**src/dqdot_pkg.sv**
```systemverilog
// Shared types, codes and floating-point helper functions for the dequantising dot unit.
package dqdot_pkg;

   localparam logic [1:0] FMT_BF16 = 2'd1;
   localparam logic [1:0] FMT_HALF = 2'd2;
   localparam logic       REG_SYM  = 1'b0;
   localparam logic       REG_FMT  = 1'b1;
   localparam logic [31:0] DEFAULT_NAN = 32'hffc0_0000;

   typedef struct packed {
      logic [31:0]        act_quad;
      logic [15:0]        weight_quad;
      logic signed [7:0]  weight_zero;
      logic [7:0]         act_zero;
      logic [31:0]        act_scale;
      logic [31:0]        weight_scale;
      logic [31:0]        bias_value;
      logic               first_item;
      logic               chunk_end;
      logic               last_item;
   } item_type;

   typedef enum logic [2:0] {
      ST_IDLE, ST_COMP, ST_CVT, ST_MUL1, ST_MUL2, ST_ADD, ST_EMIT
   } state_type;

   function automatic logic [31:0] f_round(input logic s, input logic signed [11:0] ex_i,
                                           input logic [50:0] mt_i);
      logic [50:0]        mt;
      logic signed [11:0] ex;
      logic [5:0]         lz;
      logic               found;
      logic [11:0]        sh;
      logic [50:0]        mask;
      logic               lost;
      logic [24:0]        m;
      logic               g;
      logic               st;
      logic [7:0]         fe;
      mt = mt_i;
      ex = ex_i;
      lz = '0;
      found = 1'b0;
      for (int i = 50; i >= 0; i--) begin
         if (!found) begin
            if (mt[i]) found = 1'b1;
            else lz = lz + 6'd1;
         end
      end
      mt = mt << lz;
      ex = ex - $signed({6'b0, lz});
      if (ex < 12'sd1) begin
         sh = 12'(12'sd1 - ex);
         if (sh >= 12'd51) begin
            lost = |mt;
            mt = '0;
         end else begin
            mask = (51'(1) << sh[5:0]) - 51'(1);
            lost = |(mt & mask);
            mt = mt >> sh[5:0];
         end
         mt[0] = mt[0] | lost;
         ex = 12'sd1;
      end
      m = {1'b0, mt[50:27]};
      g = mt[26];
      st = |mt[25:0];
      if (g && (st || m[0])) m = m + 25'd1;
      if (m[24]) begin
         m = m >> 1;
         ex = ex + 12'sd1;
      end
      if (ex >= 12'sd255) return {s, 8'hff, 23'b0};
      fe = m[23] ? ex[7:0] : 8'd0;
      return {s, fe, m[22:0]};
   endfunction

   function automatic logic [31:0] int_to_float(input logic [31:0] acc);
      logic [31:0] mag;
      mag = acc[31] ? (32'd0 - acc) : acc;
      if (acc == 32'd0) return 32'd0;
      return f_round(acc[31], 12'sd158, {mag, 19'b0});
   endfunction

   function automatic logic [31:0] f_mul(input logic [31:0] a, input logic [31:0] b);
      logic               an, bn, ai, bi, az, bz, s;
      logic [23:0]        sa, sb;
      logic [47:0]        p;
      logic signed [11:0] ex;
      an = (a[30:23] == 8'hff) && (a[22:0] != 23'd0);
      bn = (b[30:23] == 8'hff) && (b[22:0] != 23'd0);
      ai = (a[30:23] == 8'hff) && (a[22:0] == 23'd0);
      bi = (b[30:23] == 8'hff) && (b[22:0] == 23'd0);
      az = (a[30:0] == 31'd0);
      bz = (b[30:0] == 31'd0);
      s = a[31] ^ b[31];
      sa = {a[30:23] != 8'd0, a[22:0]};
      sb = {b[30:23] != 8'd0, b[22:0]};
      p = sa * sb;
      ex = $signed({4'b0, (a[30:23] == 8'd0) ? 8'd1 : a[30:23]})
         + $signed({4'b0, (b[30:23] == 8'd0) ? 8'd1 : b[30:23]}) - 12'sd126;
      if (an) return a | 32'h0040_0000;
      if (bn) return b | 32'h0040_0000;
      if ((ai && bz) || (bi && az)) return DEFAULT_NAN;
      if (ai || bi) return {s, 8'hff, 23'b0};
      if (az || bz) return {s, 31'b0};
      return f_round(s, ex, {p, 3'b0});
   endfunction

   function automatic logic [31:0] f_add(input logic [31:0] a, input logic [31:0] b);
      logic        an, bn, ai, bi;
      logic [31:0] x, y;
      logic [7:0]  ex, ey, d;
      logic [49:0] xw, yw, ys, mask;
      logic        lost;
      logic [50:0] sum;
      an = (a[30:23] == 8'hff) && (a[22:0] != 23'd0);
      bn = (b[30:23] == 8'hff) && (b[22:0] != 23'd0);
      ai = (a[30:23] == 8'hff) && (a[22:0] == 23'd0);
      bi = (b[30:23] == 8'hff) && (b[22:0] == 23'd0);
      if (a[30:0] >= b[30:0]) begin
         x = a;
         y = b;
      end else begin
         x = b;
         y = a;
      end
      ex = (x[30:23] == 8'd0) ? 8'd1 : x[30:23];
      ey = (y[30:23] == 8'd0) ? 8'd1 : y[30:23];
      d = ex - ey;
      xw = {x[30:23] != 8'd0, x[22:0], 26'b0};
      yw = {y[30:23] != 8'd0, y[22:0], 26'b0};
      if (d >= 8'd50) begin
         ys = '0;
         lost = |yw;
      end else begin
         mask = (50'(1) << d[5:0]) - 50'(1);
         lost = |(yw & mask);
         ys = yw >> d[5:0];
      end
      ys[0] = ys[0] | lost;
      sum = (x[31] == y[31]) ? ({1'b0, xw} + {1'b0, ys}) : ({1'b0, xw} - {1'b0, ys});
      if (an) return a | 32'h0040_0000;
      if (bn) return b | 32'h0040_0000;
      if (ai && bi && (a[31] != b[31])) return DEFAULT_NAN;
      if (ai) return a;
      if (bi) return b;
      if ((a[30:0] == 31'd0) && (b[30:0] == 31'd0)) return {a[31] & b[31], 31'b0};
      if (sum == 51'd0) return 32'd0;
      return f_round(x[31], $signed({4'b0, ex}) + 12'sd1, sum);
   endfunction

   function automatic logic [31:0] to_bf16(input logic [31:0] f);
      logic [31:0] t;
      t = f + 32'h0000_7fff + {31'b0, f[16]};
      if ((f[30:23] == 8'hff) && (f[22:0] != 23'd0)) return 32'h0000_7fc0;
      return {16'b0, t[31:16]};
   endfunction

   function automatic logic [31:0] to_half(input logic [31:0] f);
      logic [15:0]       sg;
      logic signed [9:0] e;
      logic [15:0]       val;
      logic [12:0]       rem13;
      logic [23:0]       m;
      logic [4:0]        sh;
      logic [23:0]       rem, halfway, mask;
      logic [23:0]       v24;
      sg = {f[31], 15'b0};
      e = $signed({2'b0, f[30:23]}) - 10'sd127;
      val = {1'b0, 5'(e + 10'sd15), f[22:13]};
      rem13 = f[12:0];
      m = {1'b1, f[22:0]};
      sh = 5'(-e - 10'sd1);
      mask = (24'(1) << sh) - 24'(1);
      v24 = m >> sh;
      rem = m & mask;
      halfway = 24'(1) << (sh - 5'd1);
      if (f[30:23] == 8'hff) return {16'b0, sg | ((f[22:0] != 23'd0) ? 16'h7e00 : 16'h7c00)};
      if ((f[30:23] == 8'd0) || (e < -10'sd25)) return {16'b0, sg};
      if (e > 10'sd15) return {16'b0, sg | 16'h7c00};
      if (e >= -10'sd14) begin
         if ((rem13 > 13'h1000) || ((rem13 == 13'h1000) && val[0])) val = val + 16'd1;
         return {16'b0, sg | val};
      end
      if ((rem > halfway) || ((rem == halfway) && v24[0])) v24 = v24 + 24'd1;
      return {16'b0, sg | v24[15:0]};
   endfunction

   function automatic logic [31:0] format_out(input logic [31:0] f, input logic [1:0] fmt);
      logic [31:0] r;
      unique case (fmt)
         FMT_BF16: r = to_bf16(f);
         FMT_HALF: r = to_half(f);
         default:  r = f;
      endcase
      return r;
   endfunction

endpackage

```
**src/dqdot_front.sv**
```systemverilog
// Input queue that takes words, folds last into chunk end and holds them for the back end.
module dqdot_front (
   input  logic                clock,
   input  logic                reset,
   input  logic                push,
   output logic                full,
   input  dqdot_pkg::item_type in_item,
   output logic                head_valid,
   output dqdot_pkg::item_type head_item,
   input  logic                head_pop
);
   import dqdot_pkg::*;

   item_type   q_ff [2];
   item_type   q_in [2];
   logic       wr_ff, wr_in, rd_ff, rd_in;
   logic [1:0] cnt_ff, cnt_in;
   logic       do_push, do_pop;

   always_comb begin
      do_push = push && !full;
      do_pop = head_pop && head_valid;
      q_in = q_ff;
      if (do_push) begin
         q_in[wr_ff] = in_item;
         q_in[wr_ff].chunk_end = in_item.chunk_end | in_item.last_item;
      end
      wr_in = do_push ? !wr_ff : wr_ff;
      rd_in = do_pop ? !rd_ff : rd_ff;
      cnt_in = cnt_ff + {1'b0, do_push} - {1'b0, do_pop};
   end

   assign full = (cnt_ff == 2'd2);
   assign head_valid = (cnt_ff != 2'd0);
   assign head_item = q_ff[rd_ff];

   always_ff @(posedge clock) begin
      q_ff <= q_in;
      if (reset) begin
         wr_ff <= 1'b0;
         rd_ff <= 1'b0;
         cnt_ff <= 2'd0;
      end else begin
         wr_ff <= wr_in;
         rd_ff <= rd_in;
         cnt_ff <= cnt_in;
      end
   end
endmodule

```
**config.mk**
```make
export PLATFORM = sky130hd
export DESIGN_NAME = dqdot_front
export DESIGN_NICKNAME = d
export VERILOG_FILES = /design/src/dqdot_pkg.sv /design/src/dqdot_front.sv
export SDC_FILE = /design/constraint.sdc
export NUM_CORES = 1
export LEC_CHECK = 0
export BUFFER_PORTS_ARGS = -buffer_cell sky130_fd_sc_hd__buf_4
export CELL_PAD_IN_SITES_DETAIL_PLACEMENT = 1
export CELL_PAD_IN_SITES_GLOBAL_PLACEMENT = 1
export CORE_MARGIN = 2
export CORE_UTILIZATION = 44
export DETAILED_ROUTE_END_ITERATION = 6
export PLACE_DENSITY = 0.89
export SYNTH_ARGS = -nofsm -noshare
export SYNTH_HDL_FRONTEND = slang
export SYNTH_SLANG_ARGS = --single-unit
```
**constraint.sdc**
```tcl
create_clock -name clock -period 6 [get_ports clock]
set_input_delay 0.6 -clock clock [delete_from_list [all_inputs] [get_ports clock]]
set_output_delay 0.6 -clock clock [all_outputs]
set_load 0.05 [all_outputs]
```
==> results of run 1 <==
worst paths after layout:
| kind | startpoint | endpoint | slack, ns | cells past startpoint |
|---|---|---|---|---|
| hold / removal | in_item[47] | q_ff[210] | 0.28 | 1 |
| hold reg to reg | wr_ff | wr_ff | 0.52 | 2 |
| setup reg to reg | cnt_ff[0] | q_ff[310] | 3.42 | 5 |
| setup / recovery | rd_ff | head_item[38] | 2.77 | 3 |
synthesized netlist by cell type (all sizes together):
cell type / count
nor2: 4
nor3: 1
dfxtp: 4
a21oi: 1
xor2: 1
nor2b: 2
or3: 1
and2: 1
mux2: 163
and3: 1
or2: 1
o21ai: 1
ha: 2
inv: 4
nand2b: 1
xnor2: 1
buf: 18
o21a: 1
nand2: 1
edfxtp: 326
report_power, final:
| part | switching (mW) | total, mW | leakage, nW | internal (mW) |
|---|---|---|---|---|
| Clock | 0.837 | 2.01 | 0.520 | 1.17 |
| Sequential | 0.135 | 3.08 | 3.08 | 2.94 |
| Combinational | 2.10 | 3.10 | 2.30 | 0.999 |
registers in the layout, indices dropped and copies added (netlist names):
name    count
q_ff      326
cnt_ff      2
rd_ff       1
wr_ff       1
kinds of logic after synthesis:
group / Yosys count / synth area share [%]
xor gates and xnor gates: 2 / 0.1454
and+or+nand+nor: 13 / 0.5920
buffers and inverters: 22 / 1.745
DFF: 330 / 81.93
AOI/OAI and AO/OA: 3 / 0.1454
muxes: 163 / 15.24
adders and majority gates: 2 / 0.2077
cells in the final DEF (no fill, tap or decap), types with 2 or more instances in the layout:
cell and n:
dfxtp_1 3, buf_4 335, mux2_2 163, clkinv_1 8
edfxtp_1 326, clkbuf_1 8, nor2_1 4, ha_1 2
nor2b_1 2, inv_1 2, clkinv_2 6, clkbuf_16 37
worst register-to-register path: stages (launching register included):
cell and delay (ns):
dfxtp_1 0.36, nand2b_2 0.17, inv_2 0.04, or3_1 0.39
inv_6 0.52, buf_4 0.72
final cells by class:
cell class / instances / area (sq um)
clock inverters: 17 / 106.4
well taps: 341 / 426.7
fillers: 2383 / 11060
repair buffers: 336 / 2535
multi-input cells: 183 / 1971
inverters: 4 / 20.02
clock buffers: 45 / 955.9
flip-flops and latches: 330 / 9873
metal layers:
metal / track usage, % / share of wire (%) / up-vias
met2: 33.47 / 53 / 265
met4: 6.800 / 3.1 / 0
li1: - / - / 2837
met5: 0 / 0 / -
met1: 20.04 / 36 / 3103
met3: 6.320 / 8.2 / 53
per-stage QoR:
step	utilization (%)	hold WS (ns)	total power [mW]	setup slack, ns
3_5_place_dp	55.01	0.5215	6.242	3.180
4_1_cts	58.95	0.2557	8.281	2.733
2_1_floorplan	-	0.4731	5.385	1.335
6_report	58.95	0.2799	8.182	2.765
3_3_place_gp	55.01	0.5056	6.172	3.201
5_1_grt	58.95	0.2560	8.469	2.627
==> key figures, run 1 <==
Run status
  – Outcome: finished clean

Floorplan
  – IO Pins: 332
  – Starting density of the core: 44.70%
  – Die width: 169.5 microns
  – Core box area: 0.02695 sq mm
  – Die Footprint: approximately 0.029 sq mm
  – Die Height: 169.5 microns
  – FP Rows: 60

Placement
  – Placed Cells: 1,194
  – Placed instance area: 0.01483 sq mm
  – DP HPWL: around 18,000 microns
  – GPL Wtd Cong: 0.7166
  – Port Buffers: between 300 and 400

Yosys
  – Net Count, Synth: just over 700
  – Cell accounting for the most synthesized area: edfxtp_1
  – YS warnings: 0
  – Syn Area/Cell: 22.52 sq um
  – Yosys cell types: 22
  – Synth area leaders: edfxtp_1 81%, mux2_2 15%, buf_6 1.5%
  – Synth Register Bits: 330
  – Post-synthesis cell area: 0.01205 sq mm
  – Share of the synthesized area in the top cell type: 81.26%
  – Sequential area share after synthesis: 81.93%
  – Post-Syn Instances: 535

STA
  – Tmin final: 3.235 ns
  – RSZ-0062 raised after global routing: no
  – Slew headroom: a little under two fifths
  – Fmax: 309.1 MHz
  – Slew @ Worst Pin: ~0.9 ns
  – Final Hold Vio Count: 0
  – Final max-slew violation count: 0
  – Setup Skew: approximately 0.0077 ns
  – Setup TNS Final: 0 ns
  – Final setup viols: 0
  – Final period util: 53.92%

Setup path
  – CP cell instances: buf_12 -> mux2_2 -> buf_4
  – Crit path largest cell delay: 0.81 ns
  – Crit path arrival time: 2.63 ns
  – Delay-heaviest family, CP: flip-flops
  – Crit path launch type: register
  – CP Capture Type: output pin
  – Setup CP Type: reg2out
  – WP buf/inv: 2
  – CP max stage cell: dfxtp_4
  – CP max FO: between 100 and 150
  – WP data required: 5.40 ns

Routing
  – Routed vias: 6,258
  – First-pass DRT Iterations: 4
  – Initial DRC Count: 331
  – Routed WL per cell: around 22 microns
  – Routed WL: 27,410 microns
  – Vias per cell: 4.982
  – Drc violations: 0
  – Antenna Nets Post-Route: 0

Flow run
  – Max-cap violation count: 0

CTS
  – TritonCTS Sinks: 330
  – CTS tree: built
  – Cts hold-fix bufs: 0
  – Clock root buffer: clkbuf_16
  – Setup bufs post-CTS: 0
  – Post-CTS Resized: 0
  – CTS max path bufs: 3
  – Clk slew on worst S/H paths: approximately 0.060 ns
  – Worst skew pair latency: 0.50 ns
  – CTS H-tree depth: 2
  – Cts bufs inserted: 36

Global routing
  – Total GRT Usage: 18.49%
  – Pin count of the biggest net entering global routing: between 100 and 150
  – Initial antenna violation count: 0
  – First-pass GRT wire length: around 40,000 microns
  – Number of global-route vias before repair: around 7,000
  – GRT overflow: 0

Power
  – Leakage: 5.898 nW
  – Power Density: around 500 mW/mm^2
  – Worst vdd ir: 0.3390 mV

Final layout
  – Final net count: 1,060
  – Antenna cells: 0
  – Layout cells sized above 1: 60.22%
  – Area delta synth->final: 31.89%
  – Final Cell Area: 0.01589 sq mm
  – Layout Cells excl Fill: 1,256

Min path
  – Worst Hold Class: in2reg
Power figures use the tool's default switching activity.
==> run 2, diff against run 1 <==
Settings changed: ABC_AREA set to 1.
Clock period 6 ns to 3.15 ns, I/O delays scaled along.
==> key figures, run 2 <==
Run status
  – Outcome: finished clean

Min path
  – Hold endpoint: q_ff[312]
  – Min-delay src: in_item[149]
  – Worst hold stages: 1 (unchanged)
  – Worst Hold Class: in2reg

Yosys
  – Syn Area/Cell: 22.01 sq um (-2.2%)
  – Cell accounting for the most synthesized area: edfxtp_1
  – Post-synthesis cell area: 0.01206 sq mm (+0.15%)
  – Synth top cells by count: 326 x edfxtp_1, 163 x mux2_2, 17 x buf_6, 11 x inv_1, 11 x nor2_1
  – EDFF count, synth: 326 (unchanged)
  – Top-count cell post-synth: edfxtp_1
  – Sequential area share after synthesis: 81.81% (-0.12 points)
  – Share of the synthesized area in the top cell type: 81.14% (-0.12 points)
  – Post-Syn Instances: 548 (+2.4%)
  – Most used flip-flop cell after synthesis: edfxtp_1
  – Net Count, Synth: 717 (+1.8%)
  – Synth async-reset ratio: 0% (unchanged)
  – Yosys cell types: 11 (-50%)
  – Synth Register Bits: 330 (unchanged)
  – YS warnings: 0 (unchanged)
  – Synth area leaders: edfxtp_1 81%, mux2_2 15%, buf_6 1.6%

STA
  – Final Hold Vio Count: 0 (unchanged)
  – Hold_ws: 0.01656 ns (-0.2634 ns)
  – Final period util: 81.13%
  – Fmax: 391.3 MHz
  – Slew headroom: 43.22% (+4.9 points)
  – Final max-slew violation count: 0 (unchanged)
  – Tmin final: 2.556 ns
  – Slew @ Worst Pin: 0.8516 ns (-0.07323 ns)
  – Setup Skew: 0.01533 ns (+0.007613 ns)
  – RSZ-0062 raised after global routing: no
  – Final setup viols: 0 (unchanged)

Floorplan
  – IO Pins: 332 (unchanged)
  – Die width: 169.6 microns (about the same)
  – Core box area: 0.02695 sq mm (unchanged)
  – Die Footprint: 0.02876 sq mm (+0.14%)
  – Die Height: 169.6 microns (about the same)
  – Starting density of the core: 44.76% (+0.065 points)
  – FP Rows: 60 (unchanged)

Setup path
  – Crit path launch type: register
  – RR Startpoint: cnt_ff[0]
  – Crit path arrival time: 2.24 ns (-0.39 ns)
  – CP max FO: 38 (-67%)
  – Reg2reg path depth: 5 (unchanged)
  – Worst flop-to-flop path endpoint: q_ff[21]
  – CP Capture Type: output pin
  – WP data required: 2.83 ns (-2.57 ns)
  – Worst R2R Setup Slack: 1.12 ns (-2.30 ns)
  – Setup CP Type: reg2out

Final layout
  – Area delta synth->final: 46.19%
  – Largest registers: q_ff: 326 flops, cnt_ff: 2 flops
  – Fillers: 2,275 (-4.5%)
  – Most frequent cells in the layout: 336 x buf_4, 326 x edfxtp_1, 163 x mux2_2, 160 x dlygate4sd3_1, 37 x clkbuf_16
  – Final Util: 65.44% (+6.5 points)
  – Layout Cells excl Fill: 1,435 (+14%)
  – Layout cells sized above 1: 51.15% (-9.1 points)
  – Final net count: 1,238 (+17%)
  – Top reg by flops: q_ff
  – Commonest non-fill, non-tap cell in the layout: buf_4
  – Max reg flops: 326 (unchanged)

Routing
  – Antenna Nets Post-Route: 0 (unchanged)
  – First-pass DRT Iterations: 4 (unchanged)
  – Initial DRC Count: 428 (+29%)
  – Routed vias: 7,224 (+15%)
  – Routed WL per cell: 24.46 microns (+12%)
  – Vias per cell: 5.034 (+1.0%)
  – Drc violations: 0 (unchanged)
  – Routed WL: 35,090 microns (+28%)

CTS
  – Worst skew pair latency: 0.50 ns (about the same)
  – CTS H-tree depth: 2 (unchanged)
  – Cts bufs inserted: 36 (unchanged)
  – CTS max path bufs: 3 (unchanged)
  – Setup bufs post-CTS: 0 (unchanged)
  – Clock root buffer: clkbuf_16
  – Clk slew on worst S/H paths: 0.06 ns (about the same)
  – TritonCTS Sinks: 330 (unchanged)
  – CTS tree: built

Power
  – Sw power: 5.632 mW (+83%)
  – Pwr Total: 15.34 mW (+88%)
  – Clk pwr share: 25.8% (+1.3 points)
  – Power Density: 869.9 mW/mm^2 (+69%)
  – Logic pwr share: 36.1% (-1.8 points)
  – Internal: 9.710 mW (+90%)
  – Leakage: 6.644 nW (+13%)
  – Sw Ratio: 36.71% (-0.85 points)
  – Flop pwr share: 38.1% (+0.5 points)
  – Worst vdd ir: 0.6590 mV (+94%)

Placement
  – Port Buffers: 331 (unchanged)
  – Placed Cells: 1,212 (+1.5%)
  – GPL Wtd Cong: 0.7466 (+4.2%)
  – DP HPWL: 18,600 microns (+2.7%)

Global routing
  – Initial antenna violation count: 2 (+2)
  – First-pass GRT wire length: 51,270 microns (+28%)
  – Number of global-route vias before repair: 8,378 (+20%)
  – GRT overflow: 0 (unchanged)
  – Total GRT Usage: 24.17% (+5.7 points)
  – Pin count of the biggest net entering global routing: 69 (-40%)

Flow run
  – Max-cap violation count: 0 (unchanged)
[run 2: changes by cell type after synthesis, sizes merged, moves of 2 or more]
| cell | change |
|---|---|
| inv | +7 |
| nand2 | +7 |
| nor2b | -2 |
| nor2 | +7 |
| nand3 | +3 |
[run 2: critical path, cell delays in order (launching register included)]
cell and delay [ns]:
dfxtp_4 0.73, buf_4 0.40, mux2_2 0.41, buf_4 0.20
[run 2: final cells by class]
class,instances,area [sq um],share of cell area (%)
Antenna cell,3,7.507,0.04257
Clock buffer,43,948.4,5.377
Clock inverter,17,130.1,0.7378
Inverter,11,45.04,0.2554
Multi-Input combinational cell,189,1979,11.22
Sequential cell,330,9876,55.99
Tap cell,341,426.7,2.419
Timing Repair Buffer,501,4224,23.95
[run 2: kinds of logic (layout without fill, tap and decap cells)]
| logic type | count (synthesis) | in the layout | synth area share [%] |
|---|---|---|---|
| AOI/OAI and AO/OA | 2 | 2 | 0.08297 |
| adders and majority gates | 2 | 2 | 0.2074 |
| buffers and inverters | 29 | 572 | 1.970 |
| DFF | 330 | 330 | 81.81 |
| muxes | 163 | 163 | 15.21 |
| other | 0 | 3 | 0 |
| and+or+nand+nor | 22 | 22 | 0.7156 |
[run 2: worst max path at each step]
stage               cells after the start  slack [ns]        endpoint  startpoint
floorplan                               4       -0.19       q_ff[163]   cnt_ff[0]
global placement                        3        1.13    head_item[0]       rd_ff
detailed placement                      3        1.10        q_ff[20]       wr_ff
CTS                                     3        0.57  head_item[122]       rd_ff
global route                            3        0.51   head_item[73]       rd_ff
finish                                  3        0.59   head_item[73]       rd_ff
[run 2: metal layers]
layer	wire length (microns)	vias to the layer above	global-route usage [%]
li1	-	3199	-
met1	12110	3665	24.49
met2	19850	291	47.91
met3	2089	69	5.807
met4	1041	0	8.138
met5	0	-	0
[run 2: repair_timing]
action,4_1_cts,5_1_grt
endpoints found under the hold margin,319,0
gates resized for setup,0,0
hold buffers,160,0
[run 2: metrics by stage]
stage          TNS, ns  setup slack [ns]  cell area, sq um
2_1_floorplan   -60.23           -0.1934             12090
3_3_place_gp         0             1.130             14950
3_5_place_dp         0             1.104             14950
4_1_cts              0            0.5745             17630
5_1_grt              0            0.5108             17640
6_report             0            0.5944             17640
[run 2: power groups by stage]
stage / clock network (mW) / registers, mW / logic, mW
5_1_grt: 4.20 / 5.89 / 5.73
3_5_place_dp: 0 / 5.89 / 5.27
4_1_cts: 3.98 / 5.81 / 5.49
3_3_place_gp: 0 / 5.83 / 5.18
2_1_floorplan: 0 / 5.81 / 3.80
6_report: 3.96 / 5.84 / 5.54
